## config.mk

```make
export PLATFORM = sky130hd
export DESIGN_NAME = markup_syntax_tokenizer_core
export DESIGN_NICKNAME = d
export VERILOG_FILES = /design/src/sv/mst_pkg.sv /design/src/sv/mst_ram.sv /design/src/sv/mst_ctrl.sv /design/src/sv/mst_dp.sv /design/src/sv/markup_syntax_tokenizer_core.sv
export SDC_FILE = /design/constraint.sdc
export NUM_CORES = 1
export LEC_CHECK = 0
export BUFFER_PORTS_ARGS = -buffer_cell sky130_fd_sc_hd__buf_4
export CAP_MARGIN = 20
export CORE_ASPECT_RATIO = 1.2
export CORE_MARGIN = 2
export CORE_UTILIZATION = 30
export DETAILED_ROUTE_END_ITERATION = 6
export SETUP_SLACK_MARGIN = 0.4
export SYNTH_ARGS = -nofsm -noshare
export SYNTH_HDL_FRONTEND = slang
export SYNTH_SLANG_ARGS = --single-unit
```

## constraint.sdc

```tcl
create_clock -name clk -period 5.59 [get_ports clk]
set_input_delay 1.118 -clock clk [delete_from_list [all_inputs] [get_ports clk]]
set_output_delay 1.118 -clock clk [all_outputs]
set_load 0.005 [all_outputs]
```

## src/sv/mst_pkg.sv

```systemverilog
package mst_pkg;

	localparam logic [3:0] K_TEXT    = 4'd0;
	localparam logic [3:0] K_COMMENT = 4'd1;
	localparam logic [3:0] K_CDATA   = 4'd2;
	localparam logic [3:0] K_DOCTYPE = 4'd3;
	localparam logic [3:0] K_PUNCT   = 4'd4;
	localparam logic [3:0] K_TAG     = 4'd5;
	localparam logic [3:0] K_ATTR    = 4'd6;
	localparam logic [3:0] K_OPER    = 4'd7;
	localparam logic [3:0] K_VALUE   = 4'd8;
	localparam logic [3:0] K_ENTITY  = 4'd9;

	localparam logic [7:0] CH_LT    = 8'h3C;
	localparam logic [7:0] CH_GT    = 8'h3E;
	localparam logic [7:0] CH_BANG  = 8'h21;
	localparam logic [7:0] CH_QUEST = 8'h3F;
	localparam logic [7:0] CH_AMP   = 8'h26;
	localparam logic [7:0] CH_SEMI  = 8'h3B;
	localparam logic [7:0] CH_EQ    = 8'h3D;
	localparam logic [7:0] CH_HASH  = 8'h23;
	localparam logic [7:0] CH_DASH  = 8'h2D;
	localparam logic [7:0] CH_RBRK  = 8'h5D;
	localparam logic [7:0] CH_LBRK  = 8'h5B;
	localparam logic [7:0] CH_SLASH = 8'h2F;
	localparam logic [7:0] CH_BSL   = 8'h5C;
	localparam logic [7:0] CH_DQ    = 8'h22;
	localparam logic [7:0] CH_SQ    = 8'h27;
	localparam logic [7:0] CH_NL    = 8'h0A;

	typedef enum logic [3:0] {
		M_TEXT, M_TEXT_RUN, M_LT, M_BANG, M_ENT, M_COMMENT, M_CDATA, M_DOCT,
		M_TAG_OPEN, M_TAG_NAME, M_ATTR, M_AFTER_EQ, M_UVAL, M_QVAL, M_POSTVAL
	} mode_t;

	typedef enum logic [2:0] {
		C_IDLE, C_EVAL, C_FL_RD, C_FL_PUT, C_EOI, C_FIN
	} cstate_t;

	typedef struct packed {
		logic [7:0] in_byte;
		logic       end_of_input;
	} in_item_t;

	typedef struct packed {
		logic [7:0] out_byte;
		logic [3:0] token_kind;
		logic       token_start;
		logic       last_result;
	} out_item_t;

	typedef struct packed {
		logic load;
		logic apply;
		logic sel_eoi;
		logic fl_put;
		logic fin;
	} cmd_t;

	typedef struct packed {
		logic put;
		logic flush;
		logic done;
		logic can_put;
		logic fin_ok;
		logic fl_last;
		logic eoi;
	} sts_t;

	function automatic logic is_name_core(input logic [7:0] b);
		return (b >= 8'h61 && b <= 8'h7A) || (b >= 8'h41 && b <= 8'h5A) ||
			(b >= 8'h30 && b <= 8'h39) || b == 8'h5F;
	endfunction

	function automatic logic is_name(input logic [7:0] b);
		return is_name_core(b) || b == CH_DASH || b == 8'h3A;
	endfunction

	function automatic logic is_blank(input logic [7:0] b);
		return b == 8'h20 || b == 8'h09 || b == 8'h0D || b == 8'h0C || b == 8'h0B;
	endfunction

	function automatic logic [7:0] cmt_char(input logic [1:0] i);
		logic [7:0] c;
		case (i)
			2'd0: c = CH_LT;
			2'd1: c = CH_BANG;
			default: c = CH_DASH;
		endcase
		return c;
	endfunction

	function automatic logic [7:0] cdata_char(input logic [3:0] i);
		logic [7:0] c;
		case (i)
			4'd0: c = CH_LT;
			4'd1: c = CH_BANG;
			4'd2: c = CH_LBRK;
			4'd3: c = 8'h43;
			4'd4: c = 8'h44;
			4'd5: c = 8'h41;
			4'd6: c = 8'h54;
			4'd7: c = 8'h41;
			4'd8: c = CH_LBRK;
			default: c = 8'h00;
		endcase
		return c;
	endfunction

endpackage

```

## src/sv/mst_ram.sv

```systemverilog
module mst_ram #(
	parameter int WIDTH = 8,
	parameter int DEPTH = 32
) (
	input  logic                     clk,
	input  logic                     we,
	input  logic [$clog2(DEPTH)-1:0] waddr,
	input  logic [WIDTH-1:0]         wdata,
	input  logic [$clog2(DEPTH)-1:0] raddr,
	output logic [WIDTH-1:0]         rdata
);

	logic [WIDTH-1:0] mem [DEPTH];

	always_ff @(posedge clk) begin
		if (we) begin
			mem[waddr] <= wdata;
		end
		rdata <= mem[raddr];
	end

endmodule

```

## src/sv/mst_ctrl.sv

```systemverilog
module mst_ctrl (
	input  logic          clk,
	input  logic          arst_n,
	input  logic          in_valid,
	input  mst_pkg::sts_t sts,
	output mst_pkg::cmd_t cmd,
	output logic          busy
);

	mst_pkg::cstate_t state_q, state_d;
	logic ret_eoi_q, ret_eoi_d;

	always_ff @(posedge clk or negedge arst_n) begin
		if (!arst_n) begin
			state_q   <= mst_pkg::C_IDLE;
			ret_eoi_q <= 1'b0;
		end else begin
			state_q   <= state_d;
			ret_eoi_q <= ret_eoi_d;
		end
	end

	always_comb begin
		state_d   = state_q;
		ret_eoi_d = ret_eoi_q;
		case (state_q)
			mst_pkg::C_IDLE: begin
				if (in_valid) state_d = mst_pkg::C_EVAL;
			end
			mst_pkg::C_EVAL: begin
				if (!(sts.put && !sts.can_put)) begin
					if (sts.flush) begin
						state_d   = mst_pkg::C_FL_RD;
						ret_eoi_d = 1'b0;
					end else if (sts.done) begin
						state_d = sts.eoi ? mst_pkg::C_EOI : mst_pkg::C_FIN;
					end
				end
			end
			mst_pkg::C_FL_RD: state_d = mst_pkg::C_FL_PUT;
			mst_pkg::C_FL_PUT: begin
				if (sts.can_put) begin
					if (sts.fl_last) begin
						state_d = ret_eoi_q ? mst_pkg::C_FIN : mst_pkg::C_EVAL;
					end else begin
						state_d = mst_pkg::C_FL_RD;
					end
				end
			end
			mst_pkg::C_EOI: begin
				if (!(sts.put && !sts.can_put)) begin
					if (sts.flush) begin
						state_d   = mst_pkg::C_FL_RD;
						ret_eoi_d = 1'b1;
					end else begin
						state_d = mst_pkg::C_FIN;
					end
				end
			end
			mst_pkg::C_FIN: begin
				if (sts.fin_ok) state_d = mst_pkg::C_IDLE;
			end
			default: state_d = mst_pkg::C_IDLE;
		endcase
	end

	always_comb begin
		cmd  = '0;
		busy = 1'b1;
		case (state_q)
			mst_pkg::C_IDLE: begin
				busy     = 1'b0;
				cmd.load = in_valid;
			end
			mst_pkg::C_EVAL: cmd.apply = !(sts.put && !sts.can_put);
			mst_pkg::C_FL_PUT: cmd.fl_put = sts.can_put;
			mst_pkg::C_EOI: begin
				cmd.sel_eoi = 1'b1;
				cmd.apply   = !(sts.put && !sts.can_put);
			end
			mst_pkg::C_FIN: cmd.fin = sts.fin_ok;
			default: cmd = '0;
		endcase
	end

endmodule

```

## src/sv/mst_dp.sv

```systemverilog
module mst_dp #(
	parameter int HOLD_DEPTH = 32
) (
	input  logic               clk,
	input  logic               arst_n,
	input  mst_pkg::cmd_t      cmd,
	input  mst_pkg::in_item_t  in_item,
	input  logic               out_stall,
	output mst_pkg::sts_t      sts,
	output logic               out_valid,
	output mst_pkg::out_item_t out_item
);

	localparam int AW = $clog2(HOLD_DEPTH);
	localparam int CW = $clog2(HOLD_DEPTH + 1);

	logic [7:0]     b_q;
	logic           eoi_q;
	mst_pkg::mode_t mode_q, mode_d, pm_q, pm_d;
	logic [CW-1:0]  hc_q, hc_d, fl_cnt_q;
	logic [7:0]     quote_q, quote_d;
	logic           esc_q, esc_d, cd_q, cd_d, pv_q, pv_d;
	logic [1:0]     close_q, close_d;
	logic [3:0]     prev_q, pk_q, pk_d, fl_kind_q;
	logic [AW-1:0]  fl_idx_q;
	logic           fl_ent_q;

	logic           dput, dlt, dstart, dflush, dfent, ddone, dwr;
	logic [3:0]     dkind, dfkind;
	logic [AW-1:0]  dwaddr;
	logic [7:0]     rdata;

	mst_pkg::out_item_t stage_q, nr;
	logic           stage_v_q, out_v_q, out_free, do_put, fl_start, cmt_m, cdata_m, val_ok;
	logic [7:0]     sterm;
	logic [3:0]     skind;

	mst_ram #(.WIDTH(8), .DEPTH(HOLD_DEPTH)) u_hold (
		.clk  (clk),
		.we   (cmd.apply && dwr),
		.waddr(dwaddr),
		.wdata(b_q),
		.raddr(fl_idx_q),
		.rdata(rdata)
	);

	// the held bytes of a bang prefix always match one of the two patterns
	always_comb begin
		cmt_m = (hc_q <= CW'(3)) && (hc_q <= CW'(2) || !cd_q) &&
			mst_pkg::cmt_char(hc_q[1:0]) == b_q;
		cdata_m = (hc_q <= CW'(8)) && (hc_q <= CW'(2) || cd_q) &&
			mst_pkg::cdata_char(hc_q[3:0]) == b_q;
		val_ok = !mst_pkg::is_blank(b_q) && b_q != mst_pkg::CH_GT &&
			b_q != mst_pkg::CH_SLASH && b_q != mst_pkg::CH_NL;
		sterm = (mode_q == mst_pkg::M_COMMENT) ? mst_pkg::CH_DASH : mst_pkg::CH_RBRK;
		skind = (mode_q == mst_pkg::M_COMMENT) ? mst_pkg::K_COMMENT : mst_pkg::K_CDATA;
	end

	always_comb begin
		dput = 1'b0; dlt = 1'b0; dkind = mst_pkg::K_TEXT; dstart = 1'b0;
		dflush = 1'b0; dfent = 1'b0; dfkind = mst_pkg::K_TEXT; ddone = 1'b0;
		dwr = 1'b0; dwaddr = hc_q[AW-1:0];
		mode_d = mode_q; hc_d = hc_q; quote_d = quote_q; esc_d = esc_q;
		close_d = close_q; pv_d = pv_q; pk_d = pk_q; pm_d = pm_q; cd_d = cd_q;
		if (cmd.sel_eoi) begin
			ddone = 1'b1;
			case (mode_q)
				mst_pkg::M_LT: begin
					dput = 1'b1; dlt = 1'b1; dkind = mst_pkg::K_PUNCT; dstart = 1'b1;
					hc_d = '0;
				end
				mst_pkg::M_BANG: begin
					dflush = 1'b1; dfkind = mst_pkg::K_DOCTYPE; hc_d = '0;
				end
				mst_pkg::M_ENT: begin
					dflush = 1'b1; dfent = 1'b1; dfkind = mst_pkg::K_TEXT; hc_d = '0;
				end
				default: ddone = 1'b1;
			endcase
		end else if (pv_q) begin
			// byte that follows a flushed prefix or a two-byte opener
			dput = 1'b1; dkind = pk_q; mode_d = pm_q; close_d = '0; pv_d = 1'b0;
			ddone = 1'b1;
		end else begin
			case (mode_q)
				mst_pkg::M_TEXT, mst_pkg::M_TEXT_RUN: begin
					ddone = 1'b1;
					if (b_q == mst_pkg::CH_NL) begin
						dput = 1'b1; dstart = 1'b1; mode_d = mst_pkg::M_TEXT;
					end else if (b_q == mst_pkg::CH_LT || b_q == mst_pkg::CH_AMP) begin
						dwr = 1'b1; dwaddr = '0; hc_d = CW'(1);
						mode_d = (b_q == mst_pkg::CH_LT) ? mst_pkg::M_LT : mst_pkg::M_ENT;
					end else begin
						dput = 1'b1; dstart = (mode_q == mst_pkg::M_TEXT);
						mode_d = mst_pkg::M_TEXT_RUN;
					end
				end
				mst_pkg::M_LT: begin
					if (b_q == mst_pkg::CH_BANG) begin
						dwr = 1'b1; dwaddr = AW'(1); hc_d = CW'(2);
						mode_d = mst_pkg::M_BANG; ddone = 1'b1;
					end else if (b_q == mst_pkg::CH_QUEST) begin
						dput = 1'b1; dlt = 1'b1; dkind = mst_pkg::K_DOCTYPE; dstart = 1'b1;
						hc_d = '0; pv_d = 1'b1; pk_d = mst_pkg::K_DOCTYPE;
						pm_d = mst_pkg::M_DOCT;
					end else begin
						dput = 1'b1; dlt = 1'b1; dkind = mst_pkg::K_PUNCT; dstart = 1'b1;
						hc_d = '0; mode_d = mst_pkg::M_TAG_OPEN;
					end
				end
				mst_pkg::M_BANG: begin
					if (cmt_m) begin
						if (hc_q == CW'(3)) begin
							dflush = 1'b1; dfkind = mst_pkg::K_COMMENT; hc_d = '0;
							pv_d = 1'b1; pk_d = mst_pkg::K_COMMENT;
							pm_d = mst_pkg::M_COMMENT;
						end else begin
							dwr = 1'b1; hc_d = hc_q + CW'(1); ddone = 1'b1;
							if (hc_q == CW'(2)) cd_d = 1'b0;
						end
					end else if (cdata_m) begin
						if (hc_q == CW'(8)) begin
							dflush = 1'b1; dfkind = mst_pkg::K_CDATA; hc_d = '0;
							pv_d = 1'b1; pk_d = mst_pkg::K_CDATA; pm_d = mst_pkg::M_CDATA;
						end else begin
							dwr = 1'b1; hc_d = hc_q + CW'(1); ddone = 1'b1;
							if (hc_q == CW'(2)) cd_d = 1'b1;
						end
					end else begin
						dflush = 1'b1; dfkind = mst_pkg::K_DOCTYPE; hc_d = '0;
						pv_d = 1'b1; pk_d = mst_pkg::K_DOCTYPE;
						pm_d = (b_q == mst_pkg::CH_GT) ? mst_pkg::M_TEXT : mst_pkg::M_DOCT;
					end
				end
				mst_pkg::M_ENT: begin
					if (b_q == mst_pkg::CH_SEMI) begin
						dflush = 1'b1; dfkind = mst_pkg::K_ENTITY; hc_d = '0;
						pv_d = 1'b1; pk_d = mst_pkg::K_ENTITY; pm_d = mst_pkg::M_TEXT;
					end else if (mst_pkg::is_name_core(b_q) ||
						(b_q == mst_pkg::CH_HASH && hc_q == CW'(1))) begin
						if (hc_q < CW'(HOLD_DEPTH)) begin
							dwr = 1'b1; hc_d = hc_q + CW'(1); ddone = 1'b1;
						end else begin
							// entity longer than the hold buffer
							dflush = 1'b1; dfent = 1'b1; hc_d = '0;
							pv_d = 1'b1; pk_d = mst_pkg::K_TEXT; pm_d = mst_pkg::M_TEXT_RUN;
						end
					end else begin
						dflush = 1'b1; dfent = 1'b1; hc_d = '0;
						mode_d = (hc_q > CW'(1)) ? mst_pkg::M_TEXT_RUN : mst_pkg::M_TEXT;
					end
				end
				mst_pkg::M_COMMENT, mst_pkg::M_CDATA: begin
					dput = 1'b1; ddone = 1'b1;
					if (b_q == mst_pkg::CH_NL) begin
						dstart = 1'b1; close_d = '0;
					end else begin
						dkind = skind; dstart = (prev_q != skind);
						if (b_q == sterm) begin
							if (close_q < 2'd2) close_d = close_q + 2'd1;
						end else if (b_q == mst_pkg::CH_GT && close_q == 2'd2) begin
							close_d = '0; mode_d = mst_pkg::M_TEXT;
						end else begin
							close_d = '0;
						end
					end
				end
				mst_pkg::M_DOCT: begin
					dput = 1'b1; dkind = mst_pkg::K_DOCTYPE; ddone = 1'b1;
					if (b_q == mst_pkg::CH_GT) mode_d = mst_pkg::M_TEXT;
				end
				mst_pkg::M_TAG_OPEN: begin
					mode_d = mst_pkg::M_TAG_NAME;
					if (b_q == mst_pkg::CH_SLASH) begin
						dput = 1'b1; dkind = mst_pkg::K_PUNCT; dstart = 1'b1; ddone = 1'b1;
					end
				end
				mst_pkg::M_TAG_NAME: begin
					if (mst_pkg::is_name(b_q)) begin
						dput = 1'b1; dkind = mst_pkg::K_TAG;
						dstart = (prev_q != mst_pkg::K_TAG); ddone = 1'b1;
					end else begin
						mode_d = mst_pkg::M_ATTR;
					end
				end
				mst_pkg::M_ATTR: begin
					dput = 1'b1; ddone = 1'b1;
					if (b_q == mst_pkg::CH_GT || b_q == mst_pkg::CH_NL) begin
						dkind = (b_q == mst_pkg::CH_GT) ? mst_pkg::K_PUNCT : mst_pkg::K_TEXT;
						dstart = 1'b1; mode_d = mst_pkg::M_TEXT;
					end else if (mst_pkg::is_blank(b_q)) begin
						dstart = (prev_q != mst_pkg::K_TEXT);
					end else if (b_q == mst_pkg::CH_SLASH) begin
						dkind = mst_pkg::K_PUNCT; dstart = 1'b1;
					end else if (mst_pkg::is_name(b_q)) begin
						dkind = mst_pkg::K_ATTR; dstart = (prev_q != mst_pkg::K_ATTR);
					end else begin
						dkind = mst_pkg::K_OPER; dstart = 1'b1;
						if (b_q == mst_pkg::CH_EQ) mode_d = mst_pkg::M_AFTER_EQ;
					end
				end
				mst_pkg::M_AFTER_EQ: begin
					if (b_q == mst_pkg::CH_DQ || b_q == mst_pkg::CH_SQ) begin
						quote_d = b_q; esc_d = 1'b0;
						dput = 1'b1; dkind = mst_pkg::K_VALUE; dstart = 1'b1; ddone = 1'b1;
						mode_d = mst_pkg::M_QVAL;
					end else if (val_ok) begin
						dput = 1'b1; dkind = mst_pkg::K_VALUE; dstart = 1'b1; ddone = 1'b1;
						mode_d = mst_pkg::M_UVAL;
					end else begin
						mode_d = mst_pkg::M_ATTR;
					end
				end
				mst_pkg::M_UVAL: begin
					if (val_ok) begin
						dput = 1'b1; dkind = mst_pkg::K_VALUE; ddone = 1'b1;
					end else begin
						mode_d = mst_pkg::M_ATTR;
					end
				end
				mst_pkg::M_QVAL: begin
					dput = 1'b1; ddone = 1'b1;
					if (b_q == mst_pkg::CH_NL) begin
						dstart = 1'b1; esc_d = 1'b0;
					end else begin
						dkind = mst_pkg::K_VALUE; dstart = (prev_q != mst_pkg::K_VALUE);
						if (esc_q) begin
							esc_d = 1'b0;
						end else if (b_q == mst_pkg::CH_BSL) begin
							esc_d = 1'b1;
						end else if (b_q == quote_q) begin
							mode_d = mst_pkg::M_POSTVAL;
						end
					end
				end
				mst_pkg::M_POSTVAL: begin
					mode_d = mst_pkg::M_ATTR;
					if (b_q != mst_pkg::CH_GT && !mst_pkg::is_blank(b_q) &&
						b_q != mst_pkg::CH_NL && b_q != mst_pkg::CH_EQ &&
						b_q != mst_pkg::CH_SLASH) begin
						dput = 1'b1; dkind = mst_pkg::K_OPER; dstart = 1'b1; ddone = 1'b1;
					end
				end
				default: mode_d = mst_pkg::M_TEXT;
			endcase
		end
	end

	assign out_free = !out_v_q || !out_stall;
	assign fl_start = fl_ent_q ? (fl_idx_q <= AW'(1)) : (fl_idx_q == '0);
	assign do_put   = (cmd.apply && dput) || cmd.fl_put;

	always_comb begin
		nr.out_byte    = cmd.fl_put ? rdata : (dlt ? mst_pkg::CH_LT : b_q);
		nr.token_kind  = cmd.fl_put ? fl_kind_q : dkind;
		nr.token_start = cmd.fl_put ? fl_start : dstart;
		nr.last_result = 1'b0;
	end

	always_comb begin
		sts.put     = dput;
		sts.flush   = dflush;
		sts.done    = ddone;
		sts.can_put = !stage_v_q || out_free;
		sts.fin_ok  = !stage_v_q || out_free;
		sts.fl_last = (CW'(fl_idx_q) == fl_cnt_q - CW'(1));
		sts.eoi     = eoi_q;
	end

	always_ff @(posedge clk or negedge arst_n) begin
		if (!arst_n) begin
			mode_q <= mst_pkg::M_TEXT; hc_q <= '0; quote_q <= '0; esc_q <= 1'b0;
			close_q <= '0; prev_q <= mst_pkg::K_TEXT; pv_q <= 1'b0;
			pk_q <= mst_pkg::K_TEXT; pm_q <= mst_pkg::M_TEXT; cd_q <= 1'b0;
			stage_v_q <= 1'b0; out_v_q <= 1'b0;
			fl_idx_q <= '0; fl_cnt_q <= '0; fl_ent_q <= 1'b0; fl_kind_q <= mst_pkg::K_TEXT;
		end else begin
			if (cmd.apply) begin
				mode_q <= mode_d; hc_q <= hc_d; quote_q <= quote_d; esc_q <= esc_d;
				close_q <= close_d; pv_q <= pv_d; pk_q <= pk_d; pm_q <= pm_d; cd_q <= cd_d;
				if (dflush) begin
					fl_cnt_q <= hc_q; fl_idx_q <= '0; fl_ent_q <= dfent; fl_kind_q <= dfkind;
				end
			end
			if (cmd.fl_put) fl_idx_q <= fl_idx_q + AW'(1);
			if (do_put) prev_q <= nr.token_kind;

			if ((do_put || cmd.fin) && stage_v_q) begin
				out_v_q <= 1'b1;
			end else if (out_v_q && !out_stall) begin
				out_v_q <= 1'b0;
			end
			if (do_put) begin
				stage_v_q <= 1'b1;
			end else if (cmd.fin && stage_v_q) begin
				stage_v_q <= 1'b0;
			end

			// end of stream: back to the reset state for the next stream
			if (cmd.fin && eoi_q) begin
				mode_q <= mst_pkg::M_TEXT; hc_q <= '0; quote_q <= '0; esc_q <= 1'b0;
				close_q <= '0; prev_q <= mst_pkg::K_TEXT; pv_q <= 1'b0; cd_q <= 1'b0;
			end
		end
	end

	always_ff @(posedge clk) begin
		if (cmd.load) begin
			b_q   <= in_item.in_byte;
			eoi_q <= in_item.end_of_input;
		end
		if (do_put) begin
			stage_q <= nr;
		end
		if (do_put && stage_v_q) begin
			out_item <= stage_q;
		end else if (cmd.fin && stage_v_q) begin
			out_item <= {stage_q.out_byte, stage_q.token_kind, stage_q.token_start, eoi_q};
		end
	end

	assign out_valid = out_v_q;

endmodule

```

## src/sv/markup_syntax_tokenizer_core.sv

```systemverilog
// Markup tokenizer: classifies a stream of HTML, XML or SVG source bytes.
// Input channel byte_*: one source byte per transaction, with end_of_input
// set on the last byte of a stream. Output channel tok_*: one transaction
// per classified byte carrying the byte, its token kind and a token-start
// flag; last_result marks the final transaction of a stream.
// A byte passes through the controller's accept, evaluate and finish
// steps; a byte that steps through several tag sub-modes is evaluated
// once per sub-mode. Bytes held for a "<!" prefix or an "&" entity leave
// as a burst, each byte passing through a read state and a put state,
// paced by the registered read of the hold buffer.
// byte_stall is high whenever an item is in work. A stall on the output
// side holds the output register and, once the staging register is full,
// the whole sequencer; nothing is dropped.
// Reset returns the block to content text mode with no held bytes; the
// same happens after each byte flagged end_of_input.
module markup_syntax_tokenizer_core #(
	parameter int HOLD_DEPTH = 32
) (
	input  logic               clk,
	input  logic               arst_n,
	input  logic               byte_valid,
	output logic               byte_stall,
	input  mst_pkg::in_item_t  byte_item,
	output logic               tok_valid,
	input  logic               tok_stall,
	output mst_pkg::out_item_t tok_item
);

	mst_pkg::cmd_t cmd;
	mst_pkg::sts_t sts;

	mst_ctrl u_ctrl (
		.clk     (clk),
		.arst_n  (arst_n),
		.in_valid(byte_valid),
		.sts     (sts),
		.cmd     (cmd),
		.busy    (byte_stall)
	);

	mst_dp #(.HOLD_DEPTH(HOLD_DEPTH)) u_dp (
		.clk      (clk),
		.arst_n   (arst_n),
		.cmd      (cmd),
		.in_item  (byte_item),
		.out_stall(tok_stall),
		.sts      (sts),
		.out_valid(tok_valid),
		.out_item (tok_item)
	);

endmodule
```

==> metrics, run 1 <==
run status finished, final reports clean; final max-slew violation count 0; Rel. slew slack between 20% and 30%; count of different cell masters after synthesis 81; Post-synth top flop edfxtp_1; y dimension of the die ~260 um; class of the worst hold path reg2reg; post-route standard cell area excluding fillers 18650 um2; FF-to-FF path depth 8; ANT nets after route 0; Post-Route Setup TNS 0 ns; endpoint kind of the worst setup timing path register; sum of routed wire length over all layers roughly 42000 um; critical register-to-register path endpoint u_dp.u_hold.mem[22][5]; via count of the first global-routing pass 10305; worst hold endpoint u_dp.out_item[3]; Via-to-Cell Ratio approximately 5.4; Min-Delay Path Depth 0; count of mapped cells out of synthesis between 1000 and 1500; global router's overall resource usage roughly 15%; EDFF count, synth approximately 300; worst reg2reg startpoint u_dp.b_q[3]; clk buf depth 3; cell type contributing the most total cell area after synthesis edfxtp_1; Synth-to-Final Area Change 14.75%; number of placement rows between 90 and 100; commonest non-fill, non-tap cell in the layout edfxtp_1; unrepaired setup endpoints after global routing false; total number of H-tree levels 2; element type at the critical path start register; clock tree root driver cell clkbuf_16; number of warnings printed during yosys synthesis 0; Detailed Routing Iterations Pass 1 5; IR Drop Worst-Case VDD 0.0002394 V; maximum fanout along the worst path 21; CTS sink count 354; Top Family by Delay on Critical Path simple AND/OR/NAND/NOR gates; total setup buffers inserted after CTS 0; Critical Path AT approximately 4.7 ns; leading cell types in the layout, fill and taps excluded edfxtp_1, buf_4, mux4_2; Total Die Area roughly 56000 um2; number of remaining DRC errors 0; worst clock skew approximately 0.030 ns; power per unit of standard cell area ~430 nW/um2; cell area after synthesis roughly 16000 um2; dominant cells by area after synthesis edfxtp_1, mux4_2, dfrtp_1, nand2_1, mux2_2; CTS tree yes; reported max-cap violation count 0; antenna violations before repair 0; Setup Crit Path Kind reg2reg; data required time at the worst endpoint ~5.8 ns; CP max stage delay ~0.76 ns; clock latency at the later pin of the worst-skew pair approximately 0.55 ns; fraction of synthesized cell area taken by the top area cell type 53.96%; r2r setup slk 1.11 ns; detailed placement HPWL about 28000 um; Final nets between 1000 and 1500; fmax between 0.2 and 0.25 GHz; start point of the worst hold path u_dp.stage_q[3]; pin slew with the least headroom to its limit 1.050 ns; Remaining Overflow, GRT 0; number of resized instances in the post-cts repair step 0; Antenna Cells 0; Period Utilization, post-route 80.16%; CP bufs+invs 0; pin count of the biggest net entering global routing 55; placed standard-cell area about 17000 um2; total core area about 54000 um2; leakage power total between 6 and 7 nW; IO Count 29; share of cells above drive strength 1 between 20% and 30%; starting density of the core approximately 30%; width of the die about 220 um; vias after detailed routing between 10000 and 15000; number of violations reported at the end of detailed-routing iteration 0 1087; clock-pin slew on the worst setup and hold paths about 0.06 ns; hold bufs inserted after CTS 0; Fin Hold WS just over 0.4 ns; average cell area after synthesis roughly 15 um2; register bit count reported by yosys 354; WL per Instance 21.83 um; global-route wire length before repair between 60000 and 70000 um; async set-or-reset flop fraction in the synthesized netlist 15.25%; crit-path cells or3_1 > o31ai_2 > a21boi_2 > o311ai_2 > o21ai_4 > nand2_2 > or3b_1 > nor3_2; total of endpoints with negative setup slack in the final report 0; number of buffers created by CTS 37; GP Congestion 0.9310; fraction of the yosys area taken by sequential cells 63.26%; net count after synthesis roughly 1100; Final Critical Period 4.481 ns; hold violation count in the final report 0; count of input and output buffers 28; slowest cell on the critical path or3b_1
==> cell type report <==
class | instances | area (um2)
Timing Repair Buffer | 82 | 635.6
Inverter | 25 | 93.84
Clock buffer | 51 | 988.4
Sequential cell | 354 | 10280
Fill cell | 5060 | 35000
Multi-Input combinational cell | 664 | 5577
Tap cell | 712 | 890.9
Clock inverter | 14 | 175.2
==> stage by stage <==
stage | setup slack (ns) | utilization (%) | power (mW) | cells
after floorplan | 1.529 | - | 4.969 | 1116
after global placement | 1.286 | 32.52 | 5.677 | 1835
after detailed placement | 1.147 | 32.52 | 5.695 | 1835
after CTS | 1.112 | 34.69 | 8.065 | 1900
after global routing | 0.8328 | 34.76 | 8.397 | 1902
final | 1.109 | 34.76 | 8.026 | 1902
==> worst max path at each step <==
stage	from	endpoint	slack, ns	cells past startpoint
5_1_grt	u_dp.b_q[2]	u_dp.u_hold.mem[22][5]	0.83	9
3_3_place_gp	u_dp.b_q[2]	u_dp.u_hold.mem[22][7]	1.29	9
2_1_floorplan	u_dp.b_q[5]	u_dp.u_hold.mem[10][0]	1.53	9
3_5_place_dp	u_dp.b_q[2]	u_dp.u_hold.mem[22][5]	1.15	9
6_report	u_dp.b_q[3]	u_dp.u_hold.mem[22][5]	1.11	8
4_1_cts	u_dp.b_q[2]	u_dp.u_hold.mem[22][5]	1.11	9
==> Yosys cell counts (11+ instances only) <==
library cell	count
clkbuf_1	46
nand4_1	14
o21ai_0	43
a21oi_1	29
mux2_2	24
xor2_1	13
nor2_1	47
a31oi_1	17
or3_1	11
nand2_1	74
dfrtp_1	54
nor3_1	50
edfxtp_1	292
nand2b_1	19
ha_1	11
nand3_1	34
buf_2	14
inv_1	25
buf_1	12
nor4_1	15
mux4_2	80
nor2b_1	11
o31ai_1	12
==> metal layers <==
layer,routed length (um),track usage (%)
met1,17690,19.69
met2,20600,25.07
met3,1986,1.875
met4,1239,5.175
met5,0,0
==> kinds of logic after synthesis <==
group / after synthesis / synth area share (%)
adders and majority gates: 11 / 0.8470
and+or+nand+nor: 336 / 11.17
DFF: 354 / 63.26
xor gates and xnor gates: 14 / 0.7546
muxes: 110 / 13.13
AOI/OAI and AO/OA: 193 / 8.424
buffers and inverters: 98 / 2.418
==> state kept, by name, indices dropped and copies added (netlist names), 4 cells and up <==
register	count
u_dp.stage_q	13
u_dp.hc_q	6
u_dp.fl_idx_q	5
u_dp.out_item	14
u_dp.u_hold.mem	256
u_dp.prev_q	4
u_dp.mode_q	4
u_dp.fl_cnt_q	6
u_dp.u_hold.rdata	8
u_dp.quote_q	8
u_dp.b_q	8
==> power by group <==
part           internal [mW]  switching, mW  leakage, nW
Sequential              3.21          0.265         3.41
Combinational          0.912           1.28         2.11
Clock                   1.35           1.01        0.556
(Power assumes the default switching activity.)
==> run 2, diff against run 1 <==
clock period = 4 ns   (was 5.59 ns; I/O delays follow)
==> metrics, run 2 (synthesized netlist as in run 1, its figures left out) <==
Total Die Area around 56000 um2; Final Critical Period ~3.4 ns; Via-to-Cell Ratio 5.269; largest registers u_dp.u_hold.mem x256, u_dp.out_item x14, u_dp.stage_q x13; Period Utilization, post-route 85.85%; leakage power total about 6.6 nW; met2 track demand over resource around 27%; worst reg2reg startpoint u_dp.mode_q[3]; Detailed Routing Iterations Pass 1 5; Remaining Overflow, GRT 0; GP Congestion ~0.94; IO Count 29; busiest metal layer after global routing met2; y dimension of the die around 260 um; CP bufs+invs 2; Top Family by Delay on Critical Path simple AND/OR/NAND/NOR gates; slowest cell on the critical path dfrtp_1; CTS tree yes; max FFs per register 256; clock tree root driver cell clkbuf_16; clk buf depth 3; number of placement rows slightly above 90; hold bufs inserted after CTS 0; pin slew with the least headroom to its limit 1.070 ns; CTS sink count 354; fmax 0.2912 GHz; Critical Path AT between 3 and 4 ns; utilization after layout a little over a third; pin count of the biggest net entering global routing 65; endpoint kind of the worst setup timing path register; Synth-to-Final Area Change 19.78%; global-route wire length before repair 66810 um; sum of routed wire length over all layers about 44000 um; via count of the first global-routing pass between 10000 and 15000; count of filler cells inserted in the layout between 5000 and 6000; reported max-cap violation count 0; Antenna Cells 0; Rel. slew slack between 20 and 30%; width of the die ~220 um; global router's overall resource usage between 10% and 20%; antenna violations before repair 1; worst clock skew about 0.034 ns; Largest Register u_dp.u_hold.mem; ANT nets after route 0; vias after detailed routing 10375; number of buffers created by CTS 36; leading cell types in the layout, fill and taps excluded edfxtp_1, buf_4, mux4_2; met1 routing resource usage after global routing around 20%; clock latency at the later pin of the worst-skew pair between 0.5 and 0.6 ns; hold violation count in the final report 0; clock-pin slew on the worst setup and hold paths about 0.080 ns; crit-path cells nor2_1 > nand3_1 > nor3_1 > a31oi_4 > nand3_1 > or3b_1 > buf_6 > nor4_4 > buf_4; Most Frequent Cell on Critical Path nand3_1; total of endpoints with negative setup slack in the final report 0; CP max stage delay approximately 0.60 ns; maximum fanout along the worst path 16; Setup Crit Path Kind reg2reg; r2r setup slk about 0.57 ns; IR Drop Worst-Case VDD between 0.0002 and 0.0003 V; total core area around 54000 um2; unrepaired setup endpoints after global routing false; starting density of the core 30.29%; total number of H-tree levels 2; GR met3 Demand/Resource between 2 and 2.5%; critical register-to-register path endpoint u_dp.u_hold.mem[8][3]; detailed placement HPWL a little over 30000 um; commonest non-fill, non-tap cell in the layout edfxtp_1; FF-to-FF path depth 9; total power 11.70 mW; WL per Instance between 20 and 25 um; number of remaining DRC errors 0; number of violations reported at the end of detailed-routing iteration 0 approximately 830; final max-slew violation count 0; power per unit of standard cell area 600.9 nW/um2; element type at the critical path start register; count of input and output buffers 28; Post-Route Setup TNS 0 ns; class of the worst hold path in2async; Final nets between 1000 and 1500; share of cells above drive strength 1 28.40%; data required time at the worst endpoint roughly 4.2 ns; run status finished, final reports clean
[run 2: cell count changes in the layout (fill, tap and decap cells not counted), sizes merged]
cell | previous run | this run
inv | 26 | 27
clkbuf | 51 | 40
buf | 82 | 148
bufinv | 2 | 6
clkinv | 10 | 14
clkinvlp | 1 | 4
[run 2: worst max-delay path by stage]
stage,startpoint,to,slack [ns],cells past startpoint
final,u_dp.mode_q[3],u_dp.u_hold.mem[8][3],0.57,9
after global routing,u_dp.hc_q[0],u_dp.u_hold.mem[10][6],0.41,11
after CTS,u_dp.b_q[3],u_dp.u_hold.mem[8][2],0.41,11
after detailed placement,u_dp.hc_q[1],u_dp.u_hold.mem[18][0],0.15,11
after global placement,u_dp.mode_q[2],u_dp.u_hold.mem[11][1],0.22,9
after floorplan,u_dp.b_q[6],u_dp.u_hold.mem[24][0],0.20,9
[run 2: worst register-to-register path, stage by stage (launching register included)]
cell	delay, ns
dfrtp_1	0.60
nor2_1	0.47
nand3_1	0.31
nor3_1	0.41
a31oi_4	0.09
nand3_1	0.15
or3b_1	0.37
buf_6	0.21
nor4_4	0.29
buf_4	0.21
[run 2: stage by stage]
step                      cells  hold WS [ns]  worst slack, ns  area (um2)
after CTS                  1961        0.3337           0.4087       19320
after detailed placement   1887        0.4045           0.1511       17990
after floorplan            1116        0.4003           0.2042       16380
final                      1969        0.2980           0.5660       19460
after global routing       1969        0.3713           0.4084       19460
after global placement     1887        0.4032           0.2244       17990
[run 2: metal layers]
metal	vias up	share of wire, %
met5	-	0.023
met4	2	3.6
met3	79	5.0
met2	322	50
met1	5301	41
li1	4671	-
[run 2: report_power, final]
group / internal, mW / leakage, nW / switching (mW)
sequential: 4.49 / 3.41 / 0.302
clock: 2.07 / 0.598 / 1.44
combinational: 1.44 / 2.56 / 1.95
total: 8.00 / 6.57 / 3.70
[run 2: timing repair]
item | 4_1_cts | 5_1_grt
resized for setup | 6 | 11
pin swaps | 2 | 8
setup buffers | 8 | 7
endpoints found under the setup margin | 192 | 161
hold endpoints to repair | 0 | 0
[run 2: area by class of cell]
| class | instances | area, um2 | area share, % |
|---|---|---|---|
| multi-input combinational | 664 | 5778 | 29.69 |
| tap | 712 | 890.9 | 4.577 |
| clock inverter | 26 | 326.6 | 1.678 |
| sequential | 354 | 10290 | 52.85 |
| timing repair buffer | 148 | 1172 | 6.023 |
| inverter | 25 | 93.84 | 0.4821 |
| clock buffer | 40 | 915.9 | 4.706 |
==> run 3, diff against run 2 <==
SYNTH_HIERARCHICAL = 1   (was unset)
==> metrics, run 3 <==
fmax around 0.26 GHz; total number of H-tree levels 2; Remaining Overflow, GRT 0; sum of routed wire length over all layers ~45000 um; global router's overall resource usage between 10% and 20%; clock tree root driver cell clkbuf_16; unrepaired setup endpoints after global routing true; global-route wire length before repair between 60000 and 70000 um; worst reg2reg startpoint u_dp/b_q[2]; largest registers u_dp/u_hold/mem x256, u_dp/out_item x14, u_dp/stage_q x13; sequential standard cell area 10280 um2; final max-slew violation count 0; number of violations reported at the end of detailed-routing iteration 0 between 800 and 900; starting density of the core a little under a third; placed standard-cell area between 15000 and 20000 um2; detailed placement HPWL slightly above 30000 um; Post-synth top flop edfxtp_1; number of warnings printed during yosys synthesis 6; EDFF count, synth 292; Top Family by Delay on Critical Path simple AND/OR/NAND/NOR gates; element type at the critical path start register; crit-path cells buf_6 > or3b_1 > a2111o_1 > o2111ai_2 > nand3_2 > and3_4 > nand2_4 > nor2_4 > o41ai_2 > nor2b_4 > nor3_4 > nand2_2 > a311oi_2 > buf_4 > or3b_4 > buf_12 > nor2_4 > buf_12; total of endpoints with negative setup slack in the final report 0; share of cells above drive strength 1 37.24%; Period Utilization, post-route 95.95%; number of remaining DRC errors 0; Final nets 1321; slowest cell on the critical path edfxtp_1; count of input and output buffers 28; area of the multi-input gates 6230 um2; clock-pin slew on the worst setup and hold paths approximately 0.060 ns; pin count of the biggest net entering global routing 55; Rel. slew slack around 34%; worst clock skew 0.02381 ns; max FFs per register 256; IR Drop Worst-Case VDD 0.0004649 V; Final Critical Period roughly 3.8 ns; count of filler cells inserted in the layout about 5000; number of buffers created by CTS 37; clk buf depth 3; power per unit of standard cell area between 600 and 700 nW/um2; Largest Register u_dp/u_hold/mem; y dimension of the die ~260 um; count of different cell masters after synthesis 92; commonest non-fill, non-tap cell in the layout edfxtp_1; number of placement rows 93; CP bufs+invs 4; hold violation count in the final report 0; reported max-cap violation count 0; Via-to-Cell Ratio roughly 5.2; leading cell types by count after synthesis edfxtp_1, nor2_1, mux4_2; hold bufs inserted after CTS 0; Critical Path AT 4.14 ns; Setup Crit Path Kind reg2reg; CTS tree yes; Total Die Area between 50000 and 60000 um2; IO Count 29; Antenna Cells 0; width of the die 216.9 um; fraction of synthesized cell area taken by the top area cell type between 50 and 60%; class of the worst hold path in2async; CP max stage delay roughly 0.44 ns; most frequent cell after synthesis edfxtp_1; async set-or-reset flop fraction in the synthesized netlist between 15 and 20%; pin slew with the least headroom to its limit around 1 ns; via count of the first global-routing pass between 10000 and 15000; GP Congestion between 0.9 and 1; total core area between 50000 and 60000 um2; clock latency at the later pin of the worst-skew pair ~0.56 ns; fraction of the yosys area taken by sequential cells 63.03%; CTS sink count between 300 and 400; count of mapped cells out of synthesis about 1100; ANT nets after route 0; r2r setup slk 0.16 ns; antenna violations before repair 0; register bit count reported by yosys about 350; maximum fanout along the worst path 8; cell area after synthesis ~16000 um2; leakage power total between 7 and 8 nW; endpoint kind of the worst setup timing path register; WL per Instance approximately 22 um; Synth-to-Final Area Change 26.99%; post-route standard cell area excluding fillers between 20000 and 25000 um2; data required time at the worst endpoint roughly 4.3 ns; leading cell types in the layout, fill and taps excluded edfxtp_1, buf_4, mux4_2; Fin Hold WS 0.3218 ns; average cell area after synthesis between 10 and 15 um2; FF-to-FF path depth 18; cell type contributing the most total cell area after synthesis edfxtp_1; critical register-to-register path endpoint u_dp/u_hold/mem[28][0]; net count after synthesis approximately 1100; Detailed Routing Iterations Pass 1 5; vias after detailed routing approximately 11000; run status finished, final reports clean; dominant cells by area after synthesis edfxtp_1, mux4_2, dfrtp_1, nor2_1, nand2_1
-- run 3: changes by cell type after synthesis, sizes merged, moves of 7 or more --
cell	delta
nand3	-11
nor3	-33
buf	+14
nand2	-8
nor2	+41
clkbuf	-12
mux2	-7
xnor2	+13
a31oi	-8
-- run 3: where the power goes --
| group | internal, mW | switching, mW | leakage (nW) |
|---|---|---|---|
| Combinational | 2.59 | 2.56 | 3.08 |
| Clock | 1.86 | 1.46 | 0.553 |
| Sequential | 4.52 | 0.415 | 3.40 |
-- run 3: layout make-up --
cell class | instances | area share (%)
sequential | 354 | 49.65
multi-input combinational | 659 | 30.08
timing repair buffer | 224 | 9.918
clock buffer | 43 | 4.579
tap | 712 | 4.301
clock inverter | 23 | 1.093
inverter | 21 | 0.3805
-- run 3: what timing repair did --
item / in CTS / in global routing
setup buffers: 41 / 25
pin swaps: 34 / 31
cloned: 1 / 2
gates resized for setup: 82 / 70
endpoints found under the setup margin: 316 / 332
-- run 3: worst max-delay path by stage --
| stage | startpoint | to | slack, ns | cells past startpoint |
|---|---|---|---|---|
| CTS | u_dp/b_q[2] | u_dp/u_hold/mem[24][6] | 0.20 | 18 |
| global placement | u_dp/b_q[4] | u_dp/u_hold/mem[29][7] | 0.05 | 17 |
| detailed placement | u_dp/b_q[4] | u_dp/u_hold/mem[18][7] | 0.0003 | 17 |
| floorplan | u_dp/b_q[4] | u_dp/u_hold/mem[20][0] | -0.16 | 17 |
| finish | u_dp/b_q[2] | u_dp/u_hold/mem[28][0] | 0.16 | 18 |
| global route | u_dp/b_q[2] | u_dp/u_hold/mem[16][4] | 0.02 | 18 |
-- run 3: per-stage QoR --
step / util [%] / TNS, ns / power, mW / instances / setup slack, ns
after floorplan: - / -36.09 / 7.658 / 1108 / -0.1638
after global placement: 33.91 / 0 / 9.268 / 1901 / 0.05018
after detailed placement: 33.91 / 0 / 9.297 / 1901 / 0.0003357
after CTS: 37.47 / 0 / 13.04 / 2009 / 0.1962
after global routing: 38.53 / 0 / 14.02 / 2036 / 0.01545
final: 38.53 / 0 / 13.41 / 2036 / 0.1619
-- run 3: cells by family (layout without fill, tap and decap cells) --
group / after synthesis / count (layout) / share of synthesized area (%)
compound gates: 193 / 194 / 8.584
buf+inv: 96 / 311 / 2.815
flops: 354 / 354 / 63.03
xor+xnor: 24 / 24 / 1.289
simple gates: 327 / 327 / 10.85
fa+ha+maj: 11 / 11 / 0.8438
mux: 103 / 103 / 12.60
-- run 3: metal layers --
| metal | vias up | wire [um] | GRT usage (%) |
|---|---|---|---|
| met2 | 306 | 22320 | 26.54 |
| met3 | 94 | 1896 | 2.004 |
| li1 | 4739 | - | - |
| met5 | - | 0 | 0 |
| met1 | 5400 | 18700 | 20.25 |
| met4 | 0 | 1795 | 5.632 |
-- run 3: worst register-to-register path, delay by kind of cell (launching register included) --
family,cells,cell delay (ns)
DFF,1,0.44
buffers and inverters,4,0.65
AOI/OAI and AO/OA,4,0.96
and+or+nand+nor,10,1.52
